--- src/hw/rtl/assert_macros.svh ---
// Assertion helpers for the recency list; every check runs on i_clk with reset as disable.
`ifndef ASSERT_MACROS_SVH
`define ASSERT_MACROS_SVH

// Same-cycle implication.
`define ASSERT_IMP(lbl, ante, cons) \
    lbl: assert property (@(posedge i_clk) disable iff (!i_rst_n) (ante) |-> (cons)) \
        else $error("assertion failed");

// Next-cycle implication.
`define ASSERT_NXT(lbl, ante, cons) \
    lbl: assert property (@(posedge i_clk) disable iff (!i_rst_n) (ante) |=> (cons)) \
        else $error("assertion failed");

`endif

--- src/hw/rtl/lru_rl_pkg.sv ---
package lru_rl_pkg;

    localparam int DEPTH   = 16;
    localparam int CNT_W   = $clog2(DEPTH + 1);
    localparam int PAGE_W  = 16;
    localparam int FRAME_W = 8;
    localparam int OP_W    = 2;

    typedef enum logic [OP_W-1:0] {
        OP_PUSH   = 2'd0,
        OP_POP    = 2'd1,
        OP_REMOVE = 2'd2
    } t_op;

    typedef struct packed {
        logic [PAGE_W-1:0]  page;
        logic [FRAME_W-1:0] frame;
    } t_entry;

    typedef struct packed {
        logic load;
        logic pop;
        logic remove;
    } t_cell_ctrl;

    typedef struct packed {
        logic [CNT_W-1:0]   count;
        logic [FRAME_W-1:0] oldest_frame;
        logic [PAGE_W-1:0]  oldest_page;
        logic               oldest_valid;
        logic [FRAME_W-1:0] removed_frame;
        logic               ok;
    } t_result;

endpackage

--- src/hw/rtl/lru_rl_cell.sv ---
module lru_rl_cell
    import lru_rl_pkg::*;
(
    input  logic              i_clk,
    input  t_cell_ctrl        i_ctrl,
    input  logic              i_valid,
    input  logic [PAGE_W-1:0] i_key,
    input  t_entry            i_push,
    input  t_entry            i_next,
    input  logic              i_hit_in,
    output logic              o_hit_out,
    output logic              o_first,
    output t_entry            o_data,
    output t_entry            o_data_next
);

    t_entry r_data;
    t_entry n_data;
    logic   w_match;

    assign w_match = i_valid && (r_data.page == i_key);
    assign o_hit_out = i_hit_in | w_match;
    assign o_first = w_match & ~i_hit_in;

    always_comb begin
        n_data = r_data;
        if (i_ctrl.load) begin
            n_data = i_push;
        end else if (i_ctrl.pop) begin
            n_data = i_next;
        end else if (i_ctrl.remove && (i_hit_in || w_match)) begin
            // close the gap left by the oldest match
            n_data = i_next;
        end
    end

    always_ff @(posedge i_clk) begin
        r_data <= n_data;
    end

    assign o_data = r_data;
    assign o_data_next = n_data;

endmodule

--- src/hw/rtl/lru_recency_list_unit.sv ---
// Recency list of up to DEPTH page/frame entries, oldest first.
// Input stream: one word per operation; tuser carries the operation
// (push newest, pop oldest, remove oldest entry with a matching page),
// tdata the page number and the frame index to push.
// Output stream: one result word per operation with the ok flag, the frame
// of a removed entry, the oldest entry after the operation and the count.
// Each entry lives in one cell of a row; cell 0 holds the oldest. All cells
// compare against the page in parallel; on pop all cells, and on remove the oldest
// match and all younger cells, take their younger neighbour's word in the same cycle.
// The result word is registered when the operation word is accepted.
// Throughput: one operation per cycle while the receiver takes each result,
// as the cell row and the count register update together on each accepted word.
// Reset empties the list and the output register; cell contents are not
// cleared, the count alone marks which cells hold entries.
// When the receiver stalls, the result holds and input is taken only once
// the output register is free or drains in the same cycle.
module lru_recency_list_unit
    import lru_rl_pkg::*;
(
    input  logic        i_clk,
    input  logic        i_rst_n,
    input  logic        i_s_tvalid,
    output logic        o_s_tready,
    input  logic [23:0] i_s_tdata,   // page_number[15:0], frame_index[23:16]
    input  logic [1:0]  i_s_tuser,   // operation[1:0]
    output logic        o_m_tvalid,
    input  logic        i_m_tready,
    output logic [39:0] o_m_tdata    // ok[0], removed_frame[8:1], oldest_valid[9],
                                     // oldest_page[25:10], oldest_frame[33:26],
                                     // entry_count[38:34], zero pad
);

    `include "assert_macros.svh"

    logic             r_out_valid;
    logic             n_out_valid;
    t_result          r_res;
    t_result          n_res;
    logic [CNT_W-1:0] r_count;
    logic [CNT_W-1:0] n_count;

    logic               w_acc;
    t_op                w_op;
    t_entry             w_push;
    logic [PAGE_W-1:0]  w_key;
    t_cell_ctrl         w_ctrl [DEPTH];
    t_entry             w_data [DEPTH];
    t_entry             w_data_next [DEPTH];
    logic [DEPTH:0]     w_hit;
    logic [DEPTH-1:0]   w_first;
    logic [FRAME_W-1:0] w_hit_frame;
    logic               w_found;
    logic               w_ok;

    assign o_s_tready = ~r_out_valid | i_m_tready;
    assign w_acc = i_s_tvalid & o_s_tready;
    assign w_op = t_op'(i_s_tuser);
    assign w_key = i_s_tdata[PAGE_W-1:0];
    assign w_push.page = i_s_tdata[PAGE_W-1:0];
    assign w_push.frame = i_s_tdata[PAGE_W+FRAME_W-1:PAGE_W];
    assign w_hit[0] = 1'b0;

    for (genvar gi = 0; gi < DEPTH; gi++) begin : g_cell
        assign w_ctrl[gi].load = w_acc && (w_op == OP_PUSH) && (r_count == CNT_W'(gi));
        assign w_ctrl[gi].pop = w_acc && (w_op == OP_POP) && (r_count != '0);
        assign w_ctrl[gi].remove = w_acc && (w_op == OP_REMOVE);

        lru_rl_cell u_cell (
            .i_clk       (i_clk),
            .i_ctrl      (w_ctrl[gi]),
            .i_valid     (r_count > CNT_W'(gi)),
            .i_key       (w_key),
            .i_push      (w_push),
            .i_next      ((gi == DEPTH - 1) ? w_data[gi] : w_data[(gi + 1) % DEPTH]),
            .i_hit_in    (w_hit[gi]),
            .o_hit_out   (w_hit[gi+1]),
            .o_first     (w_first[gi]),
            .o_data      (w_data[gi]),
            .o_data_next (w_data_next[gi])
        );
    end

    assign w_found = w_hit[DEPTH];

    always_comb begin
        w_hit_frame = '0;
        for (int i = 0; i < DEPTH; i++) begin
            w_hit_frame = w_hit_frame | (w_data[i].frame & {FRAME_W{w_first[i]}});
        end
    end

    always_comb begin
        case (w_op)
            OP_PUSH:   w_ok = (r_count != CNT_W'(DEPTH));
            OP_POP:    w_ok = (r_count != '0);
            OP_REMOVE: w_ok = w_found;
            default:   w_ok = 1'b0;
        endcase
    end

    always_comb begin
        n_count = r_count;
        if (w_acc && w_ok) begin
            if (w_op == OP_PUSH) begin
                n_count = r_count + CNT_W'(1);
            end else begin
                n_count = r_count - CNT_W'(1);
            end
        end
    end

    always_comb begin
        n_res.ok = w_ok;
        n_res.removed_frame = (w_op == OP_REMOVE && w_found) ? w_hit_frame : '0;
        n_res.oldest_valid = (n_count != '0);
        n_res.oldest_page = n_res.oldest_valid ? w_data_next[0].page : '0;
        n_res.oldest_frame = n_res.oldest_valid ? w_data_next[0].frame : '0;
        n_res.count = n_count;
    end

    always_comb begin
        n_out_valid = r_out_valid;
        if (w_acc) begin
            n_out_valid = 1'b1;
        end else if (i_m_tready) begin
            n_out_valid = 1'b0;
        end
    end

    always_ff @(posedge i_clk) begin
        if (!i_rst_n) begin
            r_out_valid <= 1'b0;
            r_count <= '0;
        end else begin
            r_out_valid <= n_out_valid;
            r_count <= n_count;
        end
    end

    // hold the result word while the receiver stalls
    always_ff @(posedge i_clk) begin
        if (w_acc) begin
            r_res <= n_res;
        end
    end

    assign o_m_tvalid = r_out_valid;
    assign o_m_tdata = {1'b0, r_res.count, r_res.oldest_frame, r_res.oldest_page,
                        r_res.oldest_valid, r_res.removed_frame, r_res.ok};

    `ASSERT_IMP(a_count_range, 1'b1, r_count <= CNT_W'(DEPTH))
    `ASSERT_NXT(a_push_grows, w_acc && (w_op == OP_PUSH) && (r_count != CNT_W'(DEPTH)),
        r_count == $past(r_count) + CNT_W'(1))
    `ASSERT_IMP(a_oldest_matches_count, r_out_valid,
        r_res.oldest_valid == (r_res.count != '0))
    `ASSERT_IMP(a_removed_only_on_ok, r_out_valid && !r_res.ok, r_res.removed_frame == '0)

endmodule

--- config.mk ---
export PLATFORM = sky130hd
export DESIGN_NAME = lru_recency_list_unit
export DESIGN_NICKNAME = d
export VERILOG_FILES = /design/src/hw/rtl/lru_rl_pkg.sv /design/src/hw/rtl/lru_rl_cell.sv /design/src/hw/rtl/lru_recency_list_unit.sv
export VERILOG_INCLUDE_DIRS = /design/src /design/src/hw/rtl
export SDC_FILE = /design/constraint.sdc
export NUM_CORES = 1
export LEC_CHECK = 0
export ABC_AREA = 1
export BUFFER_PORTS_ARGS = -buffer_cell sky130_fd_sc_hd__buf_2
export CAP_MARGIN = 20
export CORE_ASPECT_RATIO = 0.75
export CORE_MARGIN = 2
export CORE_UTILIZATION = 50
export CTS_CLUSTER_SIZE = 16
export DETAILED_ROUTE_END_ITERATION = 10
export PLACE_DENSITY = 0.67
export SLEW_MARGIN = 10
export SYNTH_ARGS = -nofsm -noshare
export SYNTH_HDL_FRONTEND = slang
export SYNTH_HIERARCHICAL = 1
export SYNTH_SLANG_ARGS = --single-unit
--- constraint.sdc ---
create_clock -name i_clk -period 4.7 [get_ports i_clk]
set_input_delay 0.235 -clock i_clk [delete_from_list [all_inputs] [get_ports i_clk]]
set_output_delay 0.235 -clock i_clk [all_outputs]
set_load 0.005 [all_outputs]
# Word-level counts from Yosys, hierarchy flattened
# Index checks and enable logic that the tools add are counted.
[word_totals]
regBits = 429
out_inout_bits = 42
[classes]
eq_ne = 34
n_lt_le_gt_ge = 16
bitwise_logic = 79
addsub = 2
n_mux = 50
reduce_logical = 86
[ops]
columns = ["cell", "n"]
rows = [
  ["$mux W24", 45],
  ["$eq A16 B16 Y1", 16],
  ["$and A8 B8 Y8", 16],
  ["$or A8 B8 Y8", 15],
  ["$logic_and A1 B1 Y1", 53],
  ["$reduce_bool A3 Y1", 14],
  ["$eq A5 B4 Y1 const B", 8],
  ["$gt A5 B4 Y1 const B", 8],
  ["$eq A5 B3 Y1 const B", 4],
  ["$gt A5 B3 Y1 const B", 4],
  ["$and A1 B1 Y1", 16],
  ["$not A1 Y1", 16],
  ["$or A1 B1 Y1", 16],
  ["$logic_or A1 B1 Y1", 14],
  ["$eq A5 B2 Y1 const B", 2],
  ["$gt A5 B1 Y1 const B", 2],
  ["$gt A5 B2 Y1 const B", 2],
  ["$mux W5", 2],
  ["$reduce_bool A5 Y1", 2],
  ["$add A5 B1 Y5 const B", 1],
  ["$eq A5 B1 Y1 const B", 1],
  ["$logic_not A5 Y1", 1],
  ["$ne A5 B5 Y1 const B", 1],
  ["$sub A5 B1 Y5 const B", 1],
  ["6 further kinds", 7],
]

# Logic depth before layout (Yosys ltp)
# Gate-level depths: netlist of the first run.
[logic_depth]
word_depth = 21
ltp_mapped = 49
mapped_depth_nobuf = 48

# Hierarchy
# Netlist of the first run, hierarchy kept.
[by_module_without_submodules]
columns = ["module", "cells_each", "seq_area_each_um2", "area_each_um2", "instances"]
rows = [
  ["lru_rl_cell", 271, 480.5, 1599.0, 16],
  ["lru_recency_list_unit", 381, 1291.2, 3259.4, 1],
]

# Least setup slack after synthesis of the first run
# No wires, ideal clock.
[synth_timing]
path_kind = "register to register"
startpoint = "register r_count[1]"
endpoint = "register r_res, in the netlist o_m_tdata[13] (data pin)"
path_buffers = 1
setup_slack_ps = -167
t_arrival_ps = 4619
setup_ps = 247
t_required_ps = 4453
stages_incl_launch_ff = 50
synth_period_minus_slack_ps = 4867
cell_sequence = "dfxtp_1 > inv_1 > ha_1 > nand3_4 > inv_1 > nor2_1 > nand3_1 > nor2_2 > nand3_2 > nand2_2 > inv_1 > nand2_2 > inv_1 > nand2_2 > inv_1 > nand2_2 > inv_1 > nand2_2 > [... 14 more ...] > inv_1 > nand2_2 > inv_1 > nand2_2 > inv_1 > nand2_2 > inv_1 > nand2_2 > nand3_4 > nand3_4 > nand2_4 > nand2_2 > nand2_4 > nor2_4 > nand3_4 > buf_12 > nand2_4 > inv_2"
[synth_rtl]
columns = ["item", "line", "rtl"]
rows = [
  ["start: declaration", "lru_recency_list_unit.sv:39", "logic [CNT_W-1:0] r_count;"],
  ["start signal: assignment", "lru_recency_list_unit.sv:136", "r_count <= n_count;"],
  ["end signal: assignment", "lru_recency_list_unit.sv:143", "r_res <= n_res;"],
  ["end: declaration", "lru_recency_list_unit.sv:37", "t_result r_res;"],
]

==> results of run 1 <==
==> Yosys cell counts, types with 2 or more instances <==
cell type and instances:
a21oi_1 6, dfxtp_1 390, xnor2_1 82, inv_2 69, clkbuf_1 61, nor2_2 34
nand2_2 181, nand3_2 19, nor3_1 7, inv_1 952, nand3_4 4, buf_12 18
nor2_1 169, or2_1 16, buf_1 64, buf_6 50, o31ai_1 2, nand3_1 804
o21ai_0 7, ha_1 6, nand2_4 42, nand2_1 1622, nand2_8 16, a221oi_1 34
nor2_4 2, buf_2 3, nand4_1 2, edfxtp_1 39, a41oi_1 8
==> area by class of cell <==
cell class | instances | area, um^2
antenna | 1 | 2.50
clock buffer | 61 | 1320
clock inverter | 27 | 334
fill | 5839 | 25900
inverter | 1022 | 3840
multi-input combinational | 3071 | 14700
sequential | 429 | 8990
tap | 780 | 976
timing repair buffer | 171 | 1210
==> routing by layer <==
metal,wire [um],share of wire
met1,45300,0.49
met2,35300,0.38
met3,10000,0.11
met4,1920,0.021
met5,46,0.00050
==> stage by stage <==
stage	area (um^2)	power [mW]	cells	hold slack, ps	util
global placement	29400	12.6	5448	516	0.514
floorplan	28900	11.1	4719	341	-
global route	31400	18.3	5562	37.3	0.548
CTS	31200	16.8	5547	0.586	0.545
detailed placement	29400	12.7	5448	505	0.514
finish	31400	17.0	5562	29.5	0.548
==> cells by family (layout without fill, tap and decap cells) <==
group / count (synthesis) / in the layout / share of synthesized area
flip-flops: 429 / 429 / 0.311
AO/OA/AOI/OAI: 59 / 59 / 0.0160
adder cells (fa/ha/maj): 6 / 6 / 0.00260
XOR/XNOR: 83 / 83 / 0.0252
other: 1 / 4 / 0.000130
AND/OR/NAND/NOR: 2920 / 2920 / 0.463
buffers and inverters: 1219 / 1281 / 0.182
==> worst max-delay path, delay by kind of cell (launching register included) <==
| family | cells | cell delay, ps |
|---|---|---|
| simple gates | 23 | 2040 |
| buf+inv | 17 | 1280 |
| flops | 1 | 350 |
| fa+ha+maj | 1 | 240 |
| compound gates | 1 | 240 |
==> sequential cells by signal, indices dropped and copies added (netlist names) <==
| signal | cells |
|---|---|
| o_m_tvalid | 1 |
| g_cell.u_cell/o_data | 384 |
| o_m_tdata | 39 |
| r_count | 5 |
==> placed cells by master (no fill, tap or decap), types with 4 or more instances in the layout <==
master / netlist / routed
a21oi_1: 6 / 6
a221oi_1: 34 / 34
a41oi_1: 8 / 8
buf_2: 3 / 70
buf_4: 1 / 83
bufinv_16: 0 / 7
clkbuf_1: 61 / 6
clkbuf_16: 0 / 50
clkbuf_8: 0 / 7
clkinv_1: 1 / 5
clkinv_2: 0 / 9
clkinvlp_4: 0 / 4
dfxtp_1: 390 / 387
dlygate4sd3_1: 0 / 11
edfxtp_1: 39 / 39
ha_1: 6 / 5
inv_1: 952 / 946
inv_2: 69 / 74
nand2_1: 1622 / 1622
nand2_2: 181 / 176
nand2_4: 42 / 46
nand2_8: 16 / 17
nand3_1: 804 / 804
nand3_2: 19 / 19
nand3_4: 4 / 4
nor2_1: 169 / 166
nor2_2: 34 / 36
nor3_2: 0 / 6
o21ai_0: 7 / 5
or2_1: 16 / 16
xnor2_1: 82 / 82
==> path summary, 6_finish.rpt <==
| path | start | end | slack (ps) |
|---|---|---|---|
| hold reg to reg | g_cell[8].u_cell/o_data[23] | g_cell[7].u_cell/o_data[23] | 530 |
| setup reg to reg | r_count[1] | o_m_tdata[32] | 270 |
| setup / recovery | r_count[1] | o_m_tdata[32] | 270 |
| hold / removal | i_s_tdata[6] | g_cell[1].u_cell/o_data[14] | 30 |
==> power by group through the flow <==
| stage | registers [mW] | clock network [mW] | logic, mW |
|---|---|---|---|
| after global placement | 6.94 | 0 | 5.68 |
| after detailed placement | 6.91 | 0 | 5.78 |
| after floorplan | 6.29 | 0 | 4.83 |
| after global routing | 7.09 | 4.26 | 6.93 |
| final | 6.96 | 4.07 | 5.95 |
| after CTS | 6.86 | 4.10 | 5.84 |
==> repair_timing <==
item | 4_1_cts | 5_1_grt
endpoints found under the hold margin | 16 | 0
resized for setup | 0 | 17
setup buffers | 0 | 11
hold buffers | 11 | 0
endpoints found under the setup margin | 0 | 32
==> results.py, run 1 <==
metrics = {
    "timing": {
        "fmax_ghz": 0.226,
        "finalSetupViolations": 0,
        "setup_tns_ps": 0,
        "setup_slack_ps": 271,
        "drv_slew": 0,
        "post-route-period-util": 0.942,
        "worst_slew_pin_slew_ps": 945,
        "maxSlewHeadroom": 0.368,
        "min_period_ps": 4430,
        "hold_violations": 0,
        "skew_ps": 38.4,
    },
    "logic_synthesis": {
        "yosys.area.top_type_share": 0.271,
        "ys.flop_type": "dfxtp_1",
        "synth_cell_types": 37,
        "syn_avg_cell_area_um2": 6.11,
        "synth_cells": 4717,
        "synthArstFlopShare": 0,
        "ys_ff_latch": 429,
        "synth_seq_area_share": 0.311,
        "synth_area_um2": 28800,
        "yosys_warnings": 6,
        "yosys-top-cells-area": "dfxtp_1 (27%), nand2_1 (21%), nand3_1 (14%)",
        "synth.largest_area_cell": "dfxtp_1",
        "synth-edff-count": 39,
    },
    "pwr": {
        "leakage_nw": 20.0,
        "p_sw_mw": 6.81,
        "ir_worst_vdd_v": 0.000319,
        "p_int_mw": 10.2,
        "powerDensity_nw_per_um2": 541,
        "p_sw_frac": 0.401,
        "power_frac_clock": 0.240,
        "p_seq_frac": 0.410,
        "pwr-share-comb": 0.351,
    },
    "cells_and_area": {
        "area_delta_synth_final_pct": 8.81,
        "drive_gt1_frac": 0.131,
        "nets": 4778,
    },
    "floorplanning": {
        "core_area_um2": 57200,
        "ios": 72,
        "dieHeight_um": 212,
        "die_x_um": 281,
        "std_cell_rows": 76,
        "start_util": 0.504,
        "die-area_um2": 59600,
    },
    "status": {
        "status": "finished, final reports clean",
    },
    "critical_path": {
        "critical_path_peak_fanout": 8,
        "critical_path_required_ps": 5070,
        "timing.critical_path.mode_cell": "nand2_2",
        "start_kind": "flop",
        "critical_path_class": "flop to flop",
        "cpPeakStageDelay_ps": 350,
        "end_kind": "flop",
        "cp.arrival_ps": 4800,
        "crit_slowest_cell": "dfxtp_4",
        "reg2reg_depth": 42,
    },
    "grt": {
        "grt.busiest_layer": "met1",
        "grtUsageMet1": 0.490,
        "met2_usage": 0.414,
        "grtUsageMet3": 0.0701,
        "grt_pass1_wl_um": 145000,
        "antenna_found_initial": 6,
        "gr-total-overflow": 0,
        "grt_pass1_vias": 24500,
        "track_usage": 0.309,
        "grt_max_degree": 41,
    },
    "cts": {
        "numCtsBuffers": 47,
        "cts-htree-levels": 2,
        "cts.sinks": 429,
        "cts_buffer_depth": 3,
        "cts_tree": "yes",
        "clk_latency_ps": 610,
        "clk_pin_slew_ps": 60,
        "cts_root_buffer": "clkbuf_16",
    },
    "placed_design": {
        "portBuffers": 70,
        "dp_slack_ps": 88.8,
        "hpwl_um": 65400,
        "gp_congestion": 1.00,
    },
    "drt": {
        "postRouteAntennaNets": 0,
        "first_pass_iters": 6,
        "num_vias": 27900,
        "wl_per_cell_um": 16.7,
        "routed_wl_um": 92600,
        "drtIter0Drc": 3322,
        "routed_via_density": 5.01,
        "drc": 0,
    },
    "worst_hold_path": {
        "holdPathStages": 3,
        "min_path_type": "input pin to flop",
    },
    "flow_run": {
        "cap_viol_max_count": 0,
    },
}
(Power assumes the default switching activity.)
==> inputs of run 2 (changes only) <==
- ABC_AREA: 1 -> unset
==> run 2 against run 1 <==
Compared with the run above:
- the run now ends with setup timing left
- worst hold slack better by 33 ps
- synthesized area is 7.9% lower
- first-iteration DRC count decreased by 15%
- sequential share of layout area up 0.89 points
- register-to-register slack worse by 420 ps
- worst setup slack got worse by 420 ps
- synthesized cell count shrank 38%
- critical path depth is 14 lower
- critical path type unchanged
- critical endpoint is now o_m_tdata[19]
- largest power group unchanged
- highest routed layer unchanged
==> results.py, run 2 <==
metrics = {
    "grt": {
        "track_usage": 0.342,
        "grt_pass1_vias": 24300,
        "grt_max_degree": 49,
        "grt_pass1_wl_um": 148000,
        "antenna_found_initial": 7,
        "gr-total-overflow": 0,
    },
    "floorplanning": {
        "core_area_um2": 52700,
        "die-area_um2": 55000,
        "die_x_um": 270,
        "dieHeight_um": 204,
        "std_cell_rows": 73,
        "start_util": 0.504,
        "ios": 72,
    },
    "cells_and_area": {
        "fin_cells": 3794,
        "regArea_um2": 8980,
        "mostFrequentLayoutCells": "nand2_1 (782), dfxtp_1 (385), o2111ai_1 (384), o211ai_2 (320), buf_4 (251)",
        "layout_commonest_cell": "nand2_1",
        "largest_register_ffs": 384,
        "nFillCells": 4640,
        "nets": 3078,
        "drive_gt1_frac": 0.278,
        "multi_input_area_um2": 16400,
        "area_delta_synth_final_pct": 14.6,
    },
    "worst_hold_path": {
        "hp-start": "i_s_tdata[1]",
        "min_path_type": "input pin to flop",
    },
    "cts": {
        "cts_root_buffer": "clkbuf_16",
        "cts_tree": "yes",
        "numCtsBuffers": 46,
        "clk_pin_slew_ps": 70,
        "cts-htree-levels": 2,
        "cts_buffer_depth": 3,
        "cts.sinks": 429,
        "clk_latency_ps": 600,
    },
    "logic_synthesis": {
        "synth.largest_area_cell": "dfxtp_1",
        "synth_top_family_by_area": "compound AO/OA/AOI/OAI gates",
        "yosys.area.top_type_share": 0.294,
        "syn_avg_cell_area_um2": 9.03,
        "synth-adder-area-share": 0.00283,
        "synthMuxAreaShare": 0.000801,
        "synth_seq_area_share": 0.338,
        "synthSimpleGateAreaFrac": 0.170,
        "synthArstFlopShare": 0,
        "synth-edff-count": 39,
        "ys_ff_latch": 429,
        "ys.flop_type": "dfxtp_1",
        "synth_cells": 2940,
        "yosys_warnings": 6,
        "yosys-top-cells-area": "dfxtp_1 (29%), o211ai_2 (15%), o2111ai_1 (13%)",
        "synth_cell_types": 58,
        "synth_area_um2": 26600,
        "synth_xor_area_frac": 0.0861,
        "yosysMostFrequentCell": "nand2_1",
        "synthTopCellsByCount": "nand2_1 (785), dfxtp_1 (390), o2111ai_1 (384), o211ai_2 (320), xor2_1 (241)",
        "synth_compound_area_frac": 0.344,
    },
    "placed_design": {
        "dp.cells": 3688,
        "gp_congestion": 0.993,
        "portBuffers": 70,
        "hpwl_um": 68500,
    },
    "critical_path": {
        "critical_path_required_ps": 5050,
        "critical-path-top-delay-family": "simple AND/OR/NAND/NOR gates",
        "critical_path_class": "flop to flop",
        "crit_start": "g_cell[0].u_cell/o_data[17]",
        "timing.critical_path.mode_cell": "nand2b_4",
        "crit_slowest_cell": "or4_4",
        "cp.arrival_ps": 5190,
        "critical_path_peak_fanout": 6,
        "end_kind": "flop",
        "r2r-start": "g_cell[0].u_cell/o_data[17]",
        "cpPeakStageDelay_ps": 510,
        "start_kind": "flop",
        "cp_num_buf_inv": 3,
    },
    "drt": {
        "wl_met1_um": 41600,
        "routed_via_density": 6.71,
        "first_pass_iters": 6,
        "drtIter0Drc": 2818,
        "met2_length_um": 41000,
        "postRouteAntennaNets": 0,
        "wl_per_cell_um": 25.5,
        "routed.top_layer": "met5",
        "drc": 0,
        "routed-wl-met3_um": 10000,
        "routed_wl_um": 96700,
        "num_vias": 25500,
    },
    "timing": {
        "hold_violations": 0,
        "fmax_ghz": 0.206,
        "rsz0062_at_grt": "true",
        "setup_tns_ps": -2430,
        "drv_slew": 0,
        "skew_ps": 25.5,
        "post-route-period-util": 1.03,
        "maxSlewHeadroom": 0.265,
        "setup_slack_ps": -145,
        "finalSetupViolations": 25,
        "min_period_ps": 4840,
        "worst_slew_pin_slew_ps": 1100,
        "holdWs_ps": 62.8,
    },
    "status": {
        "status": "finished, violations left",
        "violations": "setup timing",
    },
    "flow_run": {
        "cap_viol_max_count": 0,
    },
    "pwr": {
        "leakage_nw": 11.2,
        "ir_worst_vdd_v": 0.000300,
        "powerDensity_nw_per_um2": 386,
    },
}
-- run 2: cell count changes after synthesis, moves of 115 or more --
| cell | before | now |
|---|---|---|
| inv_1 | 952 | 27 |
| nand2_1 | 1622 | 785 |
| nand3_1 | 804 | 37 |
| o2111ai_1 | 0 | 384 |
| o211ai_2 | 0 | 320 |
| xor2_1 | 1 | 241 |
| nand2_2 | 181 | 0 |
| nor2_1 | 169 | 34 |
| clkbuf_1 | 61 | 176 |
-- run 2: path summary, 6_finish.rpt --
check | end | slack, ps | cells after the start
max | o_m_tdata[19] | -140 | 28
min | g_cell[0].u_cell/o_data[9] | 60 | 4
max reg2reg | o_m_tdata[19] | -140 | 28
min reg2reg | g_cell[4].u_cell/o_data[7] | 500 | 2
-- run 2: power breakdown --
part / internal (mW) / switching [mW]
clock: 2.24 / 1.63
sequential: 4.31 / 0.599
combinational: 1.33 / 1.63
-- run 2: worst min-delay path: stages --
cell      delay (ps)
buf_2            130
buf_4            130
nand2_1           60
o211ai_2          60
-- run 2: cell families (layout without fill, tap and decap cells) --
kind of cell,count (synthesis),count (layout)
flops,429,429
mux,2,2
buf+inv,312,448
simple gates,1004,1004
xor+xnor,261,261
other cells,1,7
compound gates,925,925
fa+ha+maj,6,6
-- run 2: per-layer routing --
| metal | track usage | vias to the layer above |
|---|---|---|
| li1 | - | 11300 |
| met1 | 0.481 | 12600 |
| met2 | 0.503 | 1286 |
| met3 | 0.0788 | 244 |
| met4 | 0.143 | 8 |
| met5 | 0 | - |
-- run 2: cell type report --
class | count | share of cell area
multi-input cells | 2202 | 0.539
flip-flops and latches | 429 | 0.295
repair buffers | 335 | 0.0815
clock buffers | 70 | 0.0465
well taps | 712 | 0.0293
clock inverters | 15 | 0.00514
inverters | 28 | 0.00345
diodes | 3 | 0.000247
-- run 2: through the flow --
step / setup WS [ps] / total power [mW] / utilization / area, um^2
floorplan: 1.61 / 6.60 / - / 26700
global placement: -596 / 7.65 / 0.539 / 28400
detailed placement: -611 / 7.72 / 0.540 / 28400
CTS: -122 / 11.7 / 0.574 / 30300
global route: -313 / 12.2 / 0.577 / 30400
finish: -145 / 11.7 / 0.577 / 30400
-- run 2: repair_timing --
item / 4_1_cts / 5_1_grt
cloned: 2 / 0
pin swaps: 15 / 8
setup endpoints to repair: 59 / 54
hold endpoints to repair: 7 / 0
hold buffers: 3 / 0
buffers inserted: 6 / 7
resized for setup: 38 / 26
